===== src/hdl/a2b_pkg.sv =====
// ----------------------------------------------------------------------------
// a2b_pkg
// Shared types and constants of the length-prefix to start-code converter.
// ----------------------------------------------------------------------------
`default_nettype none

package a2b_pkg;

    localparam int CHUNK_SIZE_BITS_DEF = 24;
    localparam int QUEUE_DEPTH_DEF     = 4;

    // chunk layout
    localparam int MIN_CHUNK_BYTES  = 4;
    localparam int MIN_HEADER_BYTES = 10;
    localparam int VID_PREFIX_END   = 3;
    localparam int HDR_LEN_SIZE_POS = 8;
    localparam int HDR_SPS_CNT_POS  = 9;
    localparam int HDR_LEN_SIZE     = 2;
    localparam int VID_LEN_SIZE_ALT = 4;

    localparam logic [7:0] LEN_SIZE_MASK = 8'h03;
    localparam logic [7:0] SPS_CNT_MASK  = 8'h1F;

    // start code 00 00 00 01
    localparam int         START_CODE_LEN  = 4;
    localparam logic [7:0] START_CODE_ZERO = 8'h00;
    localparam logic [7:0] START_CODE_ONE  = 8'h01;

    typedef enum logic [2:0] {
        PH_IDLE,
        PH_PRE,
        PH_NEXT,
        PH_LEN,
        PH_PAYLOAD
    } phase_t;

    typedef enum logic {
        ACT_START,
        ACT_BYTE
    } act_kind_t;

    // one queued action: a whole start code or one payload byte
    typedef struct packed {
        act_kind_t  kind;
        logic [7:0] data;
        logic       last;
    } act_t;

endpackage

`default_nettype wire


===== src/hdl/a2b_parse.sv =====
// ----------------------------------------------------------------------------
// a2b_parse
// Front end: walks each chunk byte by byte and issues start-code and payload
// actions.
// ----------------------------------------------------------------------------
`default_nettype none

module a2b_parse
    import a2b_pkg::*;
#(
    parameter int CHUNK_SIZE_BITS = CHUNK_SIZE_BITS_DEF
)
(
    input  wire logic                       clk,
    input  wire logic                       rst_n,
    input  wire logic                       step,
    input  wire logic [7:0]                 in_byte,
    input  wire logic                       chunk_first,
    input  wire logic [CHUNK_SIZE_BITS-1:0] chunk_size,
    input  wire logic                       write_header,
    output      logic                       act_valid,
    output      act_t                       act
);

    localparam int SUM_W = 34;

    phase_t                     phase_reg, phase_next;
    logic [CHUNK_SIZE_BITS-1:0] pos_reg, pos_next;
    logic [2:0]                 len_size_reg, len_size_next;
    logic                       hdr_reg, hdr_next;
    logic [4:0]                 sps_reg, sps_next;
    logic [7:0]                 pps_reg, pps_next;
    logic                       pps_unread_reg, pps_unread_next;
    logic [31:0]                acc_reg, acc_next;
    logic [2:0]                 seen_reg, seen_next;
    logic [31:0]                rem_reg, rem_next;

    logic [CHUNK_SIZE_BITS-1:0] left;
    logic [2:0]                 need;
    logic [31:0]                acc_sh;
    logic [2:0]                 seen_inc;
    logic [31:0]                rem_dec;
    logic [SUM_W-1:0]           unit_end;

    always_ff @(posedge clk or negedge rst_n)
    begin
        if (!rst_n)
        begin
            phase_reg      <= PH_IDLE;
            pos_reg        <= '0;
            len_size_reg   <= 3'(VID_LEN_SIZE_ALT);
            hdr_reg        <= 1'b0;
            sps_reg        <= '0;
            pps_reg        <= '0;
            pps_unread_reg <= 1'b1;
            acc_reg        <= '0;
            seen_reg       <= '0;
            rem_reg        <= '0;
        end
        else
        begin
            phase_reg      <= phase_next;
            pos_reg        <= pos_next;
            len_size_reg   <= len_size_next;
            hdr_reg        <= hdr_next;
            sps_reg        <= sps_next;
            pps_reg        <= pps_next;
            pps_unread_reg <= pps_unread_next;
            acc_reg        <= acc_next;
            seen_reg       <= seen_next;
            rem_reg        <= rem_next;
        end
    end

    assign left     = chunk_size - pos_reg;
    assign need     = hdr_reg ? 3'(HDR_LEN_SIZE) : len_size_reg;
    assign acc_sh   = {acc_reg[23:0], in_byte};
    assign seen_inc = seen_reg + 3'd1;
    assign rem_dec  = rem_reg - 32'd1;
    assign unit_end = SUM_W'(pos_reg) + SUM_W'(1) + SUM_W'(acc_sh);

    always_comb
    begin
        phase_next      = phase_reg;
        pos_next        = pos_reg;
        len_size_next   = len_size_reg;
        hdr_next        = hdr_reg;
        sps_next        = sps_reg;
        pps_next        = pps_reg;
        pps_unread_next = pps_unread_reg;
        acc_next        = acc_reg;
        seen_next       = seen_reg;
        rem_next        = rem_reg;
        act_valid       = 1'b0;
        act.kind        = ACT_BYTE;
        act.data        = in_byte;
        act.last        = 1'b0;

        if (step)
        begin
            if (chunk_first)
            begin
                pos_next   = CHUNK_SIZE_BITS'(1);
                phase_next = PH_IDLE;
                if (chunk_size >= CHUNK_SIZE_BITS'(MIN_CHUNK_BYTES))
                begin
                    if (in_byte == 8'h00)
                    begin
                        if (chunk_size >= CHUNK_SIZE_BITS'(MIN_HEADER_BYTES))
                        begin
                            hdr_next   = 1'b1;
                            phase_next = PH_PRE;
                        end
                    end
                    else
                    begin
                        hdr_next   = 1'b0;
                        phase_next = PH_PRE;
                        if (len_size_reg != 3'(HDR_LEN_SIZE))
                            len_size_next = 3'(VID_LEN_SIZE_ALT);
                    end
                end
            end
            else
            begin
                // saturate position at its maximum
                if (pos_reg != '1)
                    pos_next = pos_reg + CHUNK_SIZE_BITS'(1);

                if (phase_reg != PH_IDLE && pos_reg >= chunk_size)
                begin
                    phase_next = PH_IDLE;
                end
                else
                begin
                    unique case (phase_reg)
                        PH_PRE:
                        begin
                            if (hdr_reg)
                            begin
                                if (pos_reg == CHUNK_SIZE_BITS'(HDR_LEN_SIZE_POS))
                                begin
                                    len_size_next = 3'(in_byte & LEN_SIZE_MASK) + 3'd1;
                                    if (!write_header)
                                        phase_next = PH_IDLE;
                                end
                                else if (pos_reg == CHUNK_SIZE_BITS'(HDR_SPS_CNT_POS))
                                begin
                                    sps_next        = 5'(in_byte & SPS_CNT_MASK);
                                    pps_unread_next = 1'b1;
                                    phase_next      = PH_NEXT;
                                end
                            end
                            else if (pos_reg == CHUNK_SIZE_BITS'(VID_PREFIX_END))
                            begin
                                phase_next = PH_NEXT;
                            end
                        end
                        PH_NEXT:
                        begin
                            if (left < CHUNK_SIZE_BITS'(need))
                            begin
                                phase_next = PH_IDLE;
                            end
                            else if (hdr_reg && sps_reg == '0 && pps_unread_reg)
                            begin
                                // PPS count byte
                                pps_next        = in_byte;
                                pps_unread_next = 1'b0;
                            end
                            else if (hdr_reg && sps_reg == '0
                                     && (pps_reg == '0 || pps_unread_reg))
                            begin
                                phase_next = PH_IDLE;
                            end
                            else
                            begin
                                if (hdr_reg)
                                begin
                                    if (sps_reg != '0)
                                        sps_next = sps_reg - 5'd1;
                                    else
                                        pps_next = pps_reg - 8'd1;
                                end
                                acc_next   = 32'(in_byte);
                                seen_next  = 3'd1;
                                phase_next = PH_LEN;
                            end
                        end
                        PH_LEN:
                        begin
                            acc_next  = acc_sh;
                            seen_next = seen_inc;
                            if (seen_inc >= need)
                            begin
                                if (unit_end > SUM_W'(chunk_size))
                                begin
                                    phase_next = PH_IDLE;
                                end
                                else
                                begin
                                    act_valid = 1'b1;
                                    act.kind  = ACT_START;
                                    act.last  = (acc_sh == '0);
                                    rem_next  = acc_sh;
                                    phase_next = (acc_sh == '0) ? PH_NEXT : PH_PAYLOAD;
                                end
                            end
                        end
                        PH_PAYLOAD:
                        begin
                            rem_next  = rem_dec;
                            act_valid = 1'b1;
                            act.last  = (rem_dec == '0);
                            if (rem_dec == '0)
                                phase_next = PH_NEXT;
                        end
                        default:
                        begin
                            phase_next = PH_IDLE;
                        end
                    endcase
                end
            end
        end
    end

endmodule

`default_nettype wire


===== src/hdl/a2b_queue.sv =====
// ----------------------------------------------------------------------------
// a2b_queue
// Small action queue between the parser and the byte emitter.
// ----------------------------------------------------------------------------
`default_nettype none

module a2b_queue
    import a2b_pkg::*;
#(
    parameter int DEPTH = QUEUE_DEPTH_DEF
)
(
    input  wire logic clk,
    input  wire logic rst_n,
    input  wire logic wr_en,
    input  wire act_t wr_data,
    output      logic full,
    output      logic rd_valid,
    input  wire logic rd_en,
    output      act_t rd_data
);

    localparam int PTR_W = (DEPTH > 1) ? $clog2(DEPTH) : 1;
    localparam int CNT_W = $clog2(DEPTH + 1);

    act_t             mem_reg [DEPTH];
    logic [PTR_W-1:0] wr_ptr_reg, wr_ptr_next;
    logic [PTR_W-1:0] rd_ptr_reg, rd_ptr_next;
    logic [CNT_W-1:0] cnt_reg, cnt_next;
    logic             do_wr, do_rd;

    assign full     = (cnt_reg == CNT_W'(DEPTH));
    assign rd_valid = (cnt_reg != '0);
    assign rd_data  = mem_reg[rd_ptr_reg];
    assign do_wr    = wr_en && !full;
    assign do_rd    = rd_en && rd_valid;

    always_comb
    begin
        wr_ptr_next = wr_ptr_reg;
        rd_ptr_next = rd_ptr_reg;
        if (do_wr)
            wr_ptr_next = (wr_ptr_reg == PTR_W'(DEPTH - 1)) ? '0 : wr_ptr_reg + PTR_W'(1);
        if (do_rd)
            rd_ptr_next = (rd_ptr_reg == PTR_W'(DEPTH - 1)) ? '0 : rd_ptr_reg + PTR_W'(1);
        cnt_next = cnt_reg + CNT_W'(do_wr) - CNT_W'(do_rd);
    end

    always_ff @(posedge clk or negedge rst_n)
    begin
        if (!rst_n)
        begin
            wr_ptr_reg <= '0;
            rd_ptr_reg <= '0;
            cnt_reg    <= '0;
        end
        else
        begin
            wr_ptr_reg <= wr_ptr_next;
            rd_ptr_reg <= rd_ptr_next;
            cnt_reg    <= cnt_next;
        end
    end

    always_ff @(posedge clk)
    begin
        if (do_wr)
            mem_reg[wr_ptr_reg] <= wr_data;
    end

endmodule

`default_nettype wire


===== src/hdl/a2b_emit.sv =====
// ----------------------------------------------------------------------------
// a2b_emit
// Back end: expands queued actions into output words and holds the current
// word until it is popped.
// ----------------------------------------------------------------------------
`default_nettype none

module a2b_emit
    import a2b_pkg::*;
(
    input  wire logic       clk,
    input  wire logic       rst_n,
    input  wire logic       q_valid,
    input  wire act_t       q_data,
    output      logic       q_pop,
    output      logic       empty,
    input  wire logic       pop,
    output      logic [7:0] out_byte,
    output      logic       unit_first,
    output      logic       unit_last
);

    localparam logic [1:0] BEAT_LAST = 2'(START_CODE_LEN - 1);

    logic       valid_reg, valid_next;
    act_t       cur_reg, cur_next;
    logic [1:0] beat_reg, beat_next;
    logic       taken, done, is_start;

    assign is_start = (cur_reg.kind == ACT_START);
    assign taken    = pop && valid_reg;
    assign done     = !is_start || (beat_reg == BEAT_LAST);
    assign q_pop    = q_valid && (!valid_reg || (taken && done));

    always_comb
    begin
        valid_next = valid_reg;
        cur_next   = cur_reg;
        beat_next  = beat_reg;
        if (q_pop)
        begin
            valid_next = 1'b1;
            cur_next   = q_data;
            beat_next  = '0;
        end
        else if (taken)
        begin
            if (done)
                valid_next = 1'b0;
            else
                beat_next = beat_reg + 2'd1;
        end
    end

    always_ff @(posedge clk or negedge rst_n)
    begin
        if (!rst_n)
        begin
            valid_reg <= 1'b0;
            beat_reg  <= '0;
        end
        else
        begin
            valid_reg <= valid_next;
            beat_reg  <= beat_next;
        end
    end

    always_ff @(posedge clk)
    begin
        cur_reg <= cur_next;
    end

    assign empty = !valid_reg;

    always_comb
    begin
        if (is_start)
        begin
            out_byte   = (beat_reg == BEAT_LAST) ? START_CODE_ONE : START_CODE_ZERO;
            unit_first = (beat_reg == '0);
            unit_last  = (beat_reg == BEAT_LAST) && cur_reg.last;
        end
        else
        begin
            out_byte   = cur_reg.data;
            unit_first = 1'b0;
            unit_last  = cur_reg.last;
        end
    end

endmodule

`default_nettype wire


===== src/hdl/avcc_to_annexb_converter.sv =====
// ----------------------------------------------------------------------------
// avcc_to_annexb_converter
// Converts length-prefixed H.264 chunk bytes into a start-code framed stream.
// ----------------------------------------------------------------------------
//  side    | handshake         | words
//  --------+-------------------+-----------------------------------------------
//  input   | push / full       | in_byte, chunk_first, chunk_size, write_header
//  output  | empty / pop       | out_byte, unit_first, unit_last
//
//  One input word is taken per cycle while full is low; the parser handles it in that cycle.
//  A payload byte gives one output word, a unit start gives four (00 00 00 01),
//  so output runs at one word per cycle while pop is high and the action queue absorbs bursts.
//  A taken word goes into the action queue, then into the emitter's word register once it is free.
//  full rises when the action queue fills, after a stalled output or start codes.
//  Reset puts the parser in idle, so bytes up to the next chunk start are dropped.
// ----------------------------------------------------------------------------
`default_nettype none

module avcc_to_annexb_converter
    import a2b_pkg::*;
#(
    parameter int CHUNK_SIZE_BITS = CHUNK_SIZE_BITS_DEF,
    parameter int QUEUE_DEPTH     = QUEUE_DEPTH_DEF
)
(
    input  wire logic                       clk,
    input  wire logic                       rst_n,
    input  wire logic                       push,
    output      logic                       full,
    input  wire logic [7:0]                 in_byte,
    input  wire logic                       chunk_first,
    input  wire logic [CHUNK_SIZE_BITS-1:0] chunk_size,
    input  wire logic                       write_header,
    output      logic                       empty,
    input  wire logic                       pop,
    output      logic [7:0]                 out_byte,
    output      logic                       unit_first,
    output      logic                       unit_last
);

    logic act_valid;
    act_t act;
    logic q_full, q_valid, q_pop;
    act_t q_data;

    assign full = q_full;

    a2b_parse #(
        .CHUNK_SIZE_BITS(CHUNK_SIZE_BITS)
    ) u_parse (
        .clk         (clk),
        .rst_n       (rst_n),
        .step        (push && !q_full),
        .in_byte     (in_byte),
        .chunk_first (chunk_first),
        .chunk_size  (chunk_size),
        .write_header(write_header),
        .act_valid   (act_valid),
        .act         (act)
    );

    a2b_queue #(
        .DEPTH(QUEUE_DEPTH)
    ) u_queue (
        .clk     (clk),
        .rst_n   (rst_n),
        .wr_en   (act_valid),
        .wr_data (act),
        .full    (q_full),
        .rd_valid(q_valid),
        .rd_en   (q_pop),
        .rd_data (q_data)
    );

    a2b_emit u_emit (
        .clk       (clk),
        .rst_n     (rst_n),
        .q_valid   (q_valid),
        .q_data    (q_data),
        .q_pop     (q_pop),
        .empty     (empty),
        .pop       (pop),
        .out_byte  (out_byte),
        .unit_first(unit_first),
        .unit_last (unit_last)
    );

endmodule

`default_nettype wire


===== config.mk =====
export PLATFORM = sky130hd
export DESIGN_NAME = avcc_to_annexb_converter
export DESIGN_NICKNAME = d
export VERILOG_FILES = /design/src/hdl/a2b_pkg.sv /design/src/hdl/a2b_parse.sv /design/src/hdl/a2b_queue.sv /design/src/hdl/a2b_emit.sv /design/src/hdl/avcc_to_annexb_converter.sv
export SDC_FILE = /design/constraint.sdc
export NUM_CORES = 1
export LEC_CHECK = 0
export BUFFER_PORTS_ARGS = -buffer_cell sky130_fd_sc_hd__buf_2
export CAP_MARGIN = 5
export CORE_MARGIN = 5
export CORE_UTILIZATION = 43
export CTS_CLUSTER_DIAMETER = 50
export DETAILED_ROUTE_END_ITERATION = 10
export MAX_ROUTING_LAYER = met4
export PLACE_DENSITY_LB_ADDON = 0.25
export REMOVE_ABC_BUFFERS = 1
export SLEW_MARGIN = 20
export SYNTH_ARGS = -nofsm -noshare
export SYNTH_HDL_FRONTEND = slang
export SYNTH_SLANG_ARGS = --single-unit

===== constraint.sdc =====
create_clock -name clk -period 5.32 [get_ports clk]
set_input_delay 0.532 -clock clk [delete_from_list [all_inputs] [get_ports clk]]
set_output_delay 0.532 -clock clk [all_outputs]
set_load 0.03 [all_outputs]

==> Word-level counts from Yosys, hierarchy flattened <==
Memory sizes are Yosys's and may differ from the RTL's. A register that Yosys moved wholly into a read port is not among the register bits.
Cells that the tools add are included.
W data, S select, Z words.
{ "totals": {"reg_bits": 114, "mem_bits_rw": 40, "input_bits": 38, "output_inout_bits": 12, "memories": 1} }
{ "op_classes": {"add_sub_neg": 14, "n_lt_le_gt_ge": 6, "eq_ne": 38, "muxes": 93, "bitwise_logic": 3, "reduce_logical": 46} }
{ "memory_table": {"columns": ["memory", "depth", "word_bits", "rd", "rd_ports_with_merged_regs", "write_ports", "line_no", "rtl"], "rows": [
  ["u_queue.mem_reg", 4, 10, 1, 1, 1, "a2b_queue.sv:26", "act_t mem_reg [DEPTH];"]
]} }
{ "op_table": {"columns": ["cell", "n"], "rows": [
  ["$mux W24", 5],
  ["$mux W3", 26],
  ["$logic_not A32 Y1", 2],
  ["$mux W32", 2],
  ["$pmux W32 S2", 1],
  ["$eq A24 B4 Y1 const B", 2],
  ["$pmux W24 S2", 1],
  ["$mux W5", 8],
  ["$mux W8", 5],
  ["$gt A34 B24 Y1", 1],
  ["$add A25 B32 Y33", 1],
  ["$mux W1", 33],
  ["$sub A32 B1 Y32 const B", 1],
  ["$add A24 B1 Y25 const B", 1],
  ["$add A24 B1 Y24 const B", 1],
  ["$eq A24 B2 Y1 const B", 1],
  ["$ge A24 B24 Y1", 1],
  ["$ge A24 B3 Y1 const B", 1],
  ["$ge A24 B4 Y1 const B", 1],
  ["$lt A24 B3 Y1", 1],
  ["$ne A24 B24 Y1 const B", 1],
  ["$sub A24 B24 Y24", 1],
  ["$ne A2 B1 Y1 const B", 10],
  ["$reduce_bool A2 Y1", 10],
  ["other kinds (39)", 83]
]} }

==> Logic depth before layout (Yosys ltp) <==
Gate-level depths: netlist of run 1.
{ "depth": {"word_depth": 12, "mapped_depth": 28, "depth_no_buf": 26} }

==> Cells and area by module <==
From an unflattened synthesis of run 1, not the netlist that was laid out.
{ "hier_totals": {"hier_cells": 1490, "hier_area_um2": 13113.8} }
{ "modules_own_cells": {"columns": ["mod", "instances", "cells_each", "area_per_inst_um2", "seq_area_each_um2"], "rows": [
  ["a2b_parse", 1, 1352, 10610.2, 2605.0],
  ["a2b_queue", 1, 96, 1918.1, 1376.3],
  ["a2b_emit", 1, 41, 571.8, 375.4],
  ["avcc_to_annexb_converter", 1, 1, 13.8, 0.0]
]} }

==> Worst setup path after synthesis of run 1 <==
OpenSTA, ideal clock, no wires.
{ "synth_timing": {"path_type": "in2reg", "start": "in in_byte[0]", "end": "reg u_queue.cnt_reg[2]", "setup_ps": 123, "arrival_ps": 5305, "setup_slack_ps": -108, "path_stages": 28, "n_path_buf": 2, "path_cell_list": "inv_1 > ha_1 > inv_1 > fa_1 > a21oi_1 > nor2_1 > nor3_1 > nor3_1 > or2_2 > a21oi_1 > o21bai_1 > a21oi_1 > xnor2_1 > ha_1 > nand4_1 > nor3_1 > nand2_1 > a2bb2oi_1 > a31oi_1 > nor4_4 > and4b_1 > buf_2 > o21ai_2 > inv_2 > buf_2 > ha_1 > fa_1 > xnor2_1"} }
{ "synth_between": {"elab_chain_len": 11} }
{ "synth_lines": {"columns": ["element", "line_no", "rtl"], "rows": [
  ["start, declared", "avcc_to_annexb_converter.sv:30", "input wire logic [7:0] in_byte,"],
  ["$add A25 B32 Y33", "a2b_parse.sv:80", "assign unit_end = SUM_W'(pos_reg) + SUM_W'(1) + SUM_W'(acc_sh);"],
  ["$gt A34 B24 Y1", "a2b_parse.sv:196", "if (unit_end > SUM_W'(chunk_size))"],
  ["$mux W1", "a2b_parse.sv:196", null],
  ["$mux W1", "a2b_parse.sv:194", "if (seen_inc >= need)"],
  ["$pmux W1 S2", "a2b_parse.sv:136", "unique case (phase_reg)"],
  ["$mux W1", "a2b_parse.sv:130", "if (phase_reg != PH_IDLE && pos_reg >= chunk_size)"],
  ["$mux W1", "a2b_parse.sv:101", "if (chunk_first)"],
  ["$mux W1", "a2b_parse.sv:99", "if (step)"],
  ["$logic_and A1 B1 Y1", "a2b_queue.sv:35", "assign do_wr = wr_en && !full;"],
  ["via u_queue.do_wr", "a2b_queue.sv:30", "logic do_wr, do_rd;"],
  ["$add A3 B1 Y3", "a2b_queue.sv:46", "cnt_next = cnt_reg + CNT_W'(do_wr) - CNT_W'(do_rd);"],
  ["$sub A3 B1 Y3", "a2b_queue.sv:46", null],
  ["via u_queue.cnt_next[2]", "a2b_queue.sv:29", "logic [CNT_W-1:0] cnt_reg, cnt_next;"],
  ["end signal, assigned", "a2b_queue.sv:61", "cnt_reg <= cnt_next;"],
  ["end, declared", "a2b_queue.sv:29", null]
]} }
The timed path passes the listed nets, and every way through them passes these cells.
A chain may end at the register's enable or synchronous reset.

==> Worst setup path in the final report of run 1 <==
{ "layout_timing": {"start": "reg u_parse.pos_reg[0]", "end": "reg u_queue.cnt_reg[2]"} }
{ "layout_between": {"elab_chain_len": 12} }
{ "layout_lines": {"columns": ["element", "line_no", "rtl"], "rows": [
  ["start, declared", "a2b_parse.sv:28", "logic [CHUNK_SIZE_BITS-1:0] pos_reg, pos_next;"],
  ["start signal, assigned", "a2b_parse.sv:63", "pos_reg <= pos_next;"],
  ["$add A24 B1 Y25", "a2b_parse.sv:80", null],
  ["$add A25 B32 Y33", "a2b_parse.sv:80", null],
  ["$gt A34 B24 Y1", "a2b_parse.sv:196", null],
  ["$mux W1", "a2b_parse.sv:196", null],
  ["$mux W1", "a2b_parse.sv:194", null],
  ["$pmux W1 S2", "a2b_parse.sv:136", null],
  ["$mux W1 (*)", "a2b_parse.sv:130", null],
  ["$mux W1 (*)", "a2b_parse.sv:101", null],
  ["$mux W1 (*)", "a2b_parse.sv:99", null],
  ["$logic_and A1 B1 Y1 (*)", "a2b_queue.sv:35", null],
  ["$add A3 B1 Y3 (*)", "a2b_queue.sv:46", null],
  ["$sub A3 B1 Y3 (*)", "a2b_queue.sv:46", null],
  ["via u_queue.cnt_next[2]", "a2b_queue.sv:29", null]
]} }
Mark *: on every way through the listed nets, which the timed path passes. The rest lies on a longest branch.

==> impl_metrics.yaml, run 1 <==
run_status:
  status: "complete, no violations"
critical_path:
  critPathKind: "flop to flop"
  crit_fanout: 3
  start_kind: "flop"
  cp_data_arrival_time_ps: 5420
  critPathSlowestCell: "fa_2"
  cp-end-kind: "flop"
  reg2reg_depth: 27
  r2r_end: "u_queue.cnt_reg[2]"
  startpoint: "u_parse.pos_reg[0]"
  r2r_setup_slack_ps: 220
  cp_slowest_stage_delay_ps: 410
  r2r-start: "u_parse.pos_reg[0]"
  worstSetupEndpoint: "u_queue.cnt_reg[2]"
  required_ps: 5640
clocking:
  cts_sinks: 164
  clk-insertion-delay-late_ps: 440
  cts_tree: "done"
  numCtsBuffers: 17
  clk_pin_slew_ps: 80
  clk_path_buf_depth: 2
  h-tree-depth: 4
  clockRootBuffer: "clkbuf_16"
sta:
  maxSlewViolCount: 0
  fmax_mhz: 196.3
  fin_setup_tns_ps: 0
  hold_viol_final: 0
  period_needed_ps: 5095
  tightest_slew_ps: 1004
  fin_skew_ps: 12.60
  min_period_over_period_pct: 95.77
  setup_viol: 0
  maxSlewHeadroom_pct: 32.68
power:
  p_total_w: 0.004974
  powerDensity_nw_per_um2: 355.4
  p_leak_nw: 5.961
  max-vdd-ir-drop_mv: 0.2272
synthesis:
  synthCells: 1390
  synth_edf_count: 50
  yosysWarnings: 0
  yosysSeqAreaShare_pct: 35.24
  syn_area_um2: 12360
  async_reset_ff_share_pct: 69.51
  syn_area_per_cell_um2: 8.895
  dominantRegCellSynth: "dfrtp_1"
  yosysUniqueCellTypes: 92
  synth_seq_cells: 164
grt:
  grt_max_degree: 66
  antenna_found_initial: 0
  gr-usage-all-layers_pct: 23.19
  grt_pass1_vias: 10540
  grt_overflow: 0
  grt_first_pass_wirelength_mm: 58.58
cells_and_area:
  final_nets: 1585
  drive_above_1_share_pct: 15.41
  areaGrowthSynthToFinish_pct: 13.19
  largest_reg_flops: 40
  design_area_um2: 13990
  n_antenna_cell: 0
drt:
  antenna_left: 0
  drt-initial-drc-count: 1008
  vias: 11020
  post_drt_wl_per_cell_um: 20.08
  avgViaCountPerCell: 5.978
  routed_wl_mm: 37.02
  drt_first_pass_iters: 6
  route.detailed.drc: 0
floorplan:
  die_y_um: 179.6
  ios: 50
  start_util_pct: 43.31
  dieArea_um2: 32250
  row_count: 62
  core_area_um2: 28550
  die_x_um: 179.6
placement:
  place_area_um2: 13240
  hpwlAfterDp_mm: 28.41
  io_buffers: 49
  place.gp.congestion: 0.9539
worst_hold_path:
  min_path_type: "primary input to async pin"
flow_run:
  drv_cap: 0
[where the power goes]
group | switching [W] | total [W] | internal, W
Sequential | 0.000288 | 0.00180 | 0.00151
Combinational | 0.00111 | 0.00191 | 0.000799
Clock | 0.000620 | 0.00126 | 0.000645
Total | 0.00202 | 0.00497 | 0.00296
[how the worst min path moves through the flow]
| stage | from | end | slack [ps] | cells past startpoint |
|---|---|---|---|---|
| 3_5_place_dp | u_parse.len_size_reg[1] | u_parse.len_size_reg[1] | 490 | 2 |
| 3_3_place_gp | u_parse.len_size_reg[0] | u_parse.len_size_reg[0] | 480 | 2 |
| 4_1_cts | rst_n | u_parse.rem_reg[22] | 130 | 1 |
| 2_1_floorplan | rst_n | u_emit.beat_reg[0] | 240 | 0 |
| 6_report | rst_n | u_parse.rem_reg[22] | 110 | 1 |
| 5_1_grt | rst_n | u_parse.rem_reg[22] | 170 | 1 |
[layout make-up]
cell class | instances | area (um^2)
clock buffer | 17 | 425.4
clock inverter | 15 | 193.9
fill | 2724 | 14550
inverter | 100 | 375.4
multi-input combinational | 1064 | 7481
sequential | 164 | 4358
tap | 384 | 480.5
timing repair buffer | 100 | 680.7
[critical path: cells and delay by family (launching register included)]
kind / cells / cell delay (ps)
and+or+nand+nor: 9 / 1330
adders and majority gates: 5 / 1470
DFF: 1 / 390
xor gates and xnor gates: 2 / 210
buffers and inverters: 5 / 520
AOI/OAI and AO/OA: 6 / 1050
[layout by cell type (no fill, tap or decap), drive strengths merged, types with 21 or more instances in the layout]
| cell | count |
|---|---|
| a21o | 34 |
| a21oi | 120 |
| a22o | 21 |
| buf | 100 |
| dfrtp | 112 |
| edfxtp | 50 |
| ha | 97 |
| inv | 107 |
| nand2 | 104 |
| nand3 | 48 |
| nand4 | 32 |
| nor2 | 102 |
| nor3 | 38 |
| nor4 | 27 |
| o21ai | 95 |
| xnor2 | 50 |
[stage by stage]
step | worst slack [ps] | utilization [%] | hold slack (ps) | std cells
final | 224.8 | 49.02 | 112.3 | 1844
after floorplan | -159.3 | - | 236.4 | 1328
after detailed placement | -237.5 | 46.36 | 493.7 | 1810
after global routing | -90.17 | 49.02 | 166.0 | 1844
after global placement | -77.57 | 46.35 | 484.1 | 1810
after CTS | 51.96 | 48.56 | 129.2 | 1842
[kinds of logic after synthesis]
family          after synthesis  synth area share (%)
simple gates                469                 19.78
fa+ha+maj                   100                 10.30
xor+xnor                     66                 4.736
mux                          28                 3.390
buf+inv                     162                 5.383
compound gates              401                 21.17
flops                       164                 35.24
[per-layer routing]
metal  track usage, %  vias to the layer above  share of wire (%)
met2            37.70                      361                 48
met4            6.553                        0                2.3
li1                 -                     5252                  -
met1            30.94                     5352                 45
met3            2.587                       59                4.9
met5                -                        -                  0
[what timing repair did]
action	4_1_cts	5_1_grt
setup buffers	0	2
gates resized for setup	2	30
setup endpoints to repair	43	87
hold buffers	0	0
pin swaps	0	18
[cell usage after synthesis (all sizes together), types with 6 or more instances]
master | count | area (um^2)
a2111oi | 6 | 58.80
a211oi | 13 | 97.59
a21o | 34 | 256.5
a21oi | 120 | 604.3
a22o | 21 | 183.9
a2bb2oi | 6 | 52.55
a31oi | 15 | 106.4
and2 | 14 | 87.58
and3 | 9 | 58.80
buf | 20 | 121.4
clkbuf | 42 | 168.9
dfrtp | 112 | 2803
edfxtp | 50 | 1501
ha | 97 | 1214
inv | 100 | 375.4
mux2 | 11 | 123.9
mux2i | 7 | 70.07
mux4 | 10 | 225.2
nand2 | 104 | 390.4
nand2b | 17 | 106.4
nand3 | 48 | 240.2
nand4 | 32 | 200.2
nor2 | 102 | 382.9
nor2b | 16 | 100.1
nor3 | 38 | 200.2
nor3b | 6 | 45.04
nor4 | 27 | 190.2
o211ai | 6 | 58.81
o21a | 7 | 52.55
o21ai | 95 | 483.0
o21bai | 9 | 67.56
o22ai | 8 | 50.05
o31ai | 14 | 105.1
or2 | 8 | 50.05
or3 | 16 | 105.1
or4 | 9 | 76.32
xnor2 | 50 | 445.4
xor2 | 16 | 140.1
Note: power is estimated with default switching activity, not from simulation.
==> inputs of run 2 (changes only) <==
--- a/config.mk
+++ b/config.mk
@@ -13,6 +13,7 @@
 export DETAILED_ROUTE_END_ITERATION = 10
 export MAX_ROUTING_LAYER = met4
 export PLACE_DENSITY_LB_ADDON = 0.25
+export RECOVER_POWER = 25
 export REMOVE_ABC_BUFFERS = 1
 export SLEW_MARGIN = 20
 export SYNTH_ARGS = -nofsm -noshare
==> run 2 against run 1 <==
The flow now finishes with violations (max-capacitance violations, max-slew violations). Sequential power is essentially flat. Critical path type unchanged. Highest routed layer unchanged. Largest power group unchanged. Clock power is essentially flat. Combinational power is essentially flat. Maximum frequency shrank 0.32%.
==> impl_metrics.yaml, run 2 (synthesis gave the netlist of run 1 again) <==
run_status:
  status: "finished with violations"
  violations: "max-capacitance violations, max-slew violations"
power:
  p_total_w: 0.004971
  max-vdd-ir-drop_mv: 0.2278
  p_leak_nw: 5.907
  powerDensity_nw_per_um2: 356.3
cells_and_area:
  largest_reg_flops: 40
  mostFrequentLayoutCell: "a21oi_1"
  n_antenna_cell: 0
  finalCoreUtilization_pct: 48.87
  final_cell_mix: "a21oi_1, dfrtp_1, nand2_1"
  areaGrowthSynthToFinish_pct: 12.83
  final_nets: 1585
  design_area_um2: 13950
  drive_above_1_share_pct: 14.25
critical_path:
  required_ps: 5640
  crit_fanout: 3
  cp-end-kind: "flop"
  critPathKind: "flop to flop"
  start_kind: "flop"
  reg2reg_depth: 27
  cp_data_arrival_time_ps: 5430
clocking:
  clockRootBuffer: "clkbuf_16"
  cts_tree: "done"
  clk_path_buf_depth: 2
  h-tree-depth: 4
  clk_pin_slew_ps: 80
  cts_sinks: 164
  numCtsBuffers: 17
  clk-insertion-delay-late_ps: 440
placement:
  hpwlAfterDp_mm: 28.41
  pre_cts_ws_ps: -237.5
  place.gp.congestion: 0.9539
  place_area_um2: 13240
  io_buffers: 49
drt:
  avgViaCountPerCell: 5.967
  drt-initial-drc-count: 1006
  drt_first_pass_iters: 7
  antenna_left: 0
  routed_wl_mm: 37.04
  route.detailed.drc: 0
  vias: 11000
  post_drt_wl_per_cell_um: 20.08
sta:
  min_period_over_period_pct: 96.08
  hold_viol_final: 0
  fin_skew_ps: 12.22
  setup_viol: 0
  maxSlewViolCount: 51
  fin_setup_tns_ps: 0
  tightest_slew_ps: 2808
  maxSlewHeadroom_pct: -87.21
  setup_ws_ps: 208.4
  period_needed_ps: 5112
  fmax_mhz: 195.6
floorplan:
  start_util_pct: 43.31
  ios: 50
  core_area_um2: 28550
  die_x_um: 179.6
  dieArea_um2: 32250
  die_y_um: 179.6
  row_count: 62
worst_hold_path:
  min_path_type: "primary input to flop"
  min_delay_path_depth: 3
grt:
  antenna_found_initial: 0
  grt_pass1_vias: 10540
  grt_max_degree: 66
  gr-usage-all-layers_pct: 23.19
  grt_first_pass_wirelength_mm: 58.58
  grt_overflow: 0
flow_run:
  drv_cap: 1
==> run 2: final timing paths <==
check | slack [ps] | from | end
min reg2reg | 500 | u_parse.len_size_reg[0] | u_parse.len_size_reg[0]
max reg2reg | 210 | u_parse.pos_reg[0] | u_queue.cnt_reg[2]
min | 460 | pop | u_emit.beat_reg[0]
min in group asynchronous | 980 | rst_n | u_parse.rem_reg[22]
max in group asynchronous | 2300 | rst_n | u_parse.pps_reg[4]
max | 210 | u_parse.pos_reg[0] | u_queue.cnt_reg[2]
==> run 2: worst max-delay path: stages, from the launching register on <==
cell       delay (ps)
dfrtp_1           390
inv_2              90
ha_2              180
inv_1              60
fa_2              410
a21oi_4           170
nor2_2             80
nor3_2            140
nor3_1             60
or2_4             240
buf_4             140
a21o_1            180
a21oi_2           160
xnor2_2            80
ha_1              300
nand4_1           120
nor3_2            270
nand2_1            80
a2bb2oi_1         150
a31oi_1           230
buf_4             180
nor4_4             40
and4b_2           280
o21ai_2           180
inv_2              60
ha_1              200
fa_1              380
xnor2_1           130
==> run 2: layout make-up <==
| type | count | area [um^2] |
|---|---|---|
| Fill cell | 2738 | 14600 |
| Multi-Input combinational cell | 1064 | 7481 |
| Sequential cell | 164 | 4358 |
| Timing Repair Buffer | 100 | 636.9 |
| Tap cell | 384 | 480.5 |
| Clock buffer | 17 | 425.4 |
| Inverter | 100 | 375.4 |
| Clock inverter | 15 | 193.9 |
==> run 2: per-stage QoR <==
step,cells,hold WS (ps)
3_5_place_dp,1810,493.7
5_1_grt,1844,463.7
2_1_floorplan,1328,236.4
3_3_place_gp,1810,484.1
6_report,1844,460.5
4_1_cts,1842,129.2
==> run 2: repair_timing <==
action | in CTS | in global routing
pin swaps | 0 | 18
hold buffers | 0 | 0
endpoints found under the setup margin | 43 | 87
gates resized for setup | 2 | 30
hold endpoints to repair | 0 | 0
buffers inserted | 0 | 2
==> run 2: where the power goes <==
part           total (W)  leakage (nW)  internal [W]  switching, W
logic            0.00190          3.64      0.000795       0.00111
registers        0.00180          1.97       0.00151      0.000289
clock network    0.00127         0.300      0.000645      0.000621
total            0.00497          5.91       0.00295       0.00202
==> run 2: layer usage <==
| layer | up-vias | track usage [%] | wire (um) |
|---|---|---|---|
| met3 | 67 | 2.587 | 1762 |
| met1 | 5350 | 30.94 | 16500 |
| met4 | 0 | 6.553 | 931 |
| met5 | - | - | 0 |
| li1 | 5250 | - | - |
| met2 | 336 | 37.70 | 17840 |
==> inputs of run 3 (changes only) <==
--- a/config.mk
+++ b/config.mk
@@ -7,6 +7,7 @@
 export LEC_CHECK = 0
 export BUFFER_PORTS_ARGS = -buffer_cell sky130_fd_sc_hd__buf_2
 export CAP_MARGIN = 5
+export CORE_ASPECT_RATIO = 0.75
 export CORE_MARGIN = 5
 export CORE_UTILIZATION = 43
 export CTS_CLUSTER_DIAMETER = 50
@@ -15,7 +16,6 @@
 export PLACE_DENSITY_LB_ADDON = 0.25
 export RECOVER_POWER = 25
 export REMOVE_ABC_BUFFERS = 1
-export SLEW_MARGIN = 20
 export SYNTH_ARGS = -nofsm -noshare
 export SYNTH_HDL_FRONTEND = slang
 export SYNTH_SLANG_ARGS = --single-unit
==> run 3 against run 2 <==
The flow still finishes with violations (max-capacitance violations, max-slew violations). Clock power about the same. Final cell count is 0.92% higher. Sequential share of layout area fell by 0.23 points. Count of clock-buffer cells in the layout did not move. Routed wire length rose by 0.83%. Critical endpoint is now u_queue.mem_reg[3][8]. Largest cell class unchanged. Highest routed layer unchanged.
==> impl_metrics.yaml, run 3 (synthesis gave the netlist of run 1 again) <==
run_status:
  status: "finished with violations"
  violations: "max-capacitance violations, max-slew violations"
sta:
  fin_skew_ps: 10.77
  fmax_mhz: 195.2
  maxSlewViolCount: 77
  min_period_over_period_pct: 96.29
  maxSlewHeadroom_pct: -189.5
  setup_ws_ps: 197.2
  hold_viol_final: 0
  tightest_slew_ps: 4342
  period_needed_ps: 5123
  holdWs_ps: 456.2
  setup_viol: 0
cells_and_area:
  largest_reg_flops: 40
  drive_above_1_share_pct: 14.63
  mostFrequentLayoutCell: "a21oi_1"
  n_fill_cell: 2680
  final_cell_mix: "a21oi_1, dfrtp_1, nand2_1"
  seq_area_um2: 4358
  finalCoreUtilization_pct: 49.87
  areaGrowthSynthToFinish_pct: 13.67
  n_antenna_cell: 0
  final_nets: 1601
  multi_input_area_um2: 7472
  final_cells: 1861
floorplan:
  die_x_um: 205.8
  core_area_um2: 28180
  dieArea_um2: 32280
  row_count: 53
  start_util_pct: 43.87
  die_y_um: 156.9
  ios: 50
power:
  clkPwrFrac_pct: 25.5
  intPower_w: 0.003058
  max-vdd-ir-drop_mv: 0.2121
  pwr-share-seq_pct: 35.5
  powerDensity_nw_per_um2: 361.3
  p_sw_share_pct: 39.78
  switchingPower_w: 0.002020
  p_total_w: 0.005078
  p_leak_nw: 5.969
  comb_power_share_pct: 39.0
grt:
  grt_pass1_vias: 10320
  grt_overflow: 0
  gr-usage-all-layers_pct: 23.60
  grt_max_degree: 77
  antenna_found_initial: 0
  grt_first_pass_wirelength_mm: 58.28
critical_path:
  crit_fanout: 10
  r2r-start: "u_parse.pos_reg[0]"
  critPathKind: "flop to flop"
  reg2reg_depth: 25
  cp_data_arrival_time_ps: 5280
  required_ps: 5480
  cp-end-kind: "flop"
  start_kind: "flop"
  r2r_end: "u_queue.mem_reg[3][8]"
  r2r_setup_slack_ps: 200
clocking:
  clk-insertion-delay-late_ps: 440
  cts_sinks: 164
  cts_tree: "done"
  clockRootBuffer: "clkbuf_16"
  numCtsBuffers: 17
  postCtsHoldBufs: 0
  clk_path_buf_depth: 2
  h-tree-depth: 4
  clk_pin_slew_ps: 70
placement:
  place.gp.congestion: 0.9702
  hpwlAfterDp_mm: 28.84
  dp_cells: 1828
  io_buffers: 49
  pre_cts_ws_ps: -289.0
worst_hold_path:
  min_to: "u_emit.beat_reg[0]"
  min_delay_path_depth: 3
  hold_start: "pop"
  min_path_type: "primary input to flop"
drt:
  route.detailed.drc: 0
  post_drt_wl_per_cell_um: 20.07
  vias: 11050
  drt_first_pass_iters: 5
  routed_wl_mm: 37.34
  avgViaCountPerCell: 5.940
  drt-initial-drc-count: 953
  antenna_left: 0
flow_run:
  drv_cap: 1
run 3: cell count changes in the layout (fill, tap and decap cells not counted), moves of 2 or more:
cell       before  now
bufinv_16       0    2
inv_8           4    1
clkinv_8        5    2
clkinv_4        3    0
inv_6           1    8
a21oi_1       112  117
buf_4          39   55
inv_12          2    0
a21oi_2         7    3
run 3: worst max-delay path by stage:
| stage | cells after the start | startpoint | end |
|---|---|---|---|
| floorplan | 23 | in_byte[0] | u_queue.cnt_reg[1] |
| global placement | 27 | in_byte[0] | u_queue.mem_reg[1][2] |
| detailed placement | 28 | in_byte[0] | u_queue.mem_reg[2][2] |
| CTS | 26 | u_parse.pos_reg[0] | u_queue.cnt_reg[2] |
| global route | 25 | u_parse.pos_reg[0] | u_queue.mem_reg[0][1] |
| finish | 25 | u_parse.pos_reg[0] | u_queue.mem_reg[3][8] |
run 3: cell type report:
cell class	count	share of cell area, %
Multi-Input combinational cell	1064	53.16
Timing Repair Buffer	116	5.386
Clock inverter	15	1.318
Tap cell	385	3.427
Sequential cell	164	31.01
Clock buffer	17	3.027
Inverter	100	2.671
run 3: worst max-delay path, cell delays in order (launching register included):
cell and delay (ps):
dfrtp_1 390, inv_2 110, ha_2 190, inv_1 50, fa_2 360, a21oi_2 150
nor2_1 90, buf_4 140, o31ai_2 200, buf_4 150, a31oi_2 120, a41oi_2 260
xnor2_1 110, ha_1 210, a211oi_1 230, o21ai_1 160, a2111oi_4 430, a31oi_4 140
buf_4 160, nor4_4 240, and4b_1 300, o21ai_2 80, inv_2 110, buf_4 130
and2_1 170, buf_12 150
run 3: repair_timing:
action,4_1_cts,5_1_grt
gates cloned,0,0
setup buffers,0,1
pin swaps,3,13
endpoints found under the setup margin,43,87
resized for setup,3,24
run 3: layer usage:
| layer | vias up | share of wire, % | track usage [%] |
|---|---|---|---|
| met5 | - | 0 | - |
| met4 | 0 | 1.5 | 4.180 |
| met3 | 45 | 7.1 | 3.087 |
| met2 | 388 | 42 | 33.76 |
| met1 | 5346 | 49 | 36.06 |
| li1 | 5275 | - | - |
run 3: per-stage QoR:
step	cell area [um^2]	TNS, ps
after CTS	13980	0
after floorplan	12070	-5826
after global placement	13360	-9900
final	14050	0
after detailed placement	13360	-15250
after global routing	14050	-1281
run 3: power by group through the flow:
stage / clock [W] / sequential (W) / combinational (W)
floorplan: 0 / 0.00173 / 0.00132
global placement: 0 / 0.00181 / 0.00188
detailed placement: 0 / 0.00182 / 0.00191
CTS: 0.00131 / 0.00180 / 0.00193
global route: 0.00137 / 0.00183 / 0.00219
finish: 0.00130 / 0.00180 / 0.00198
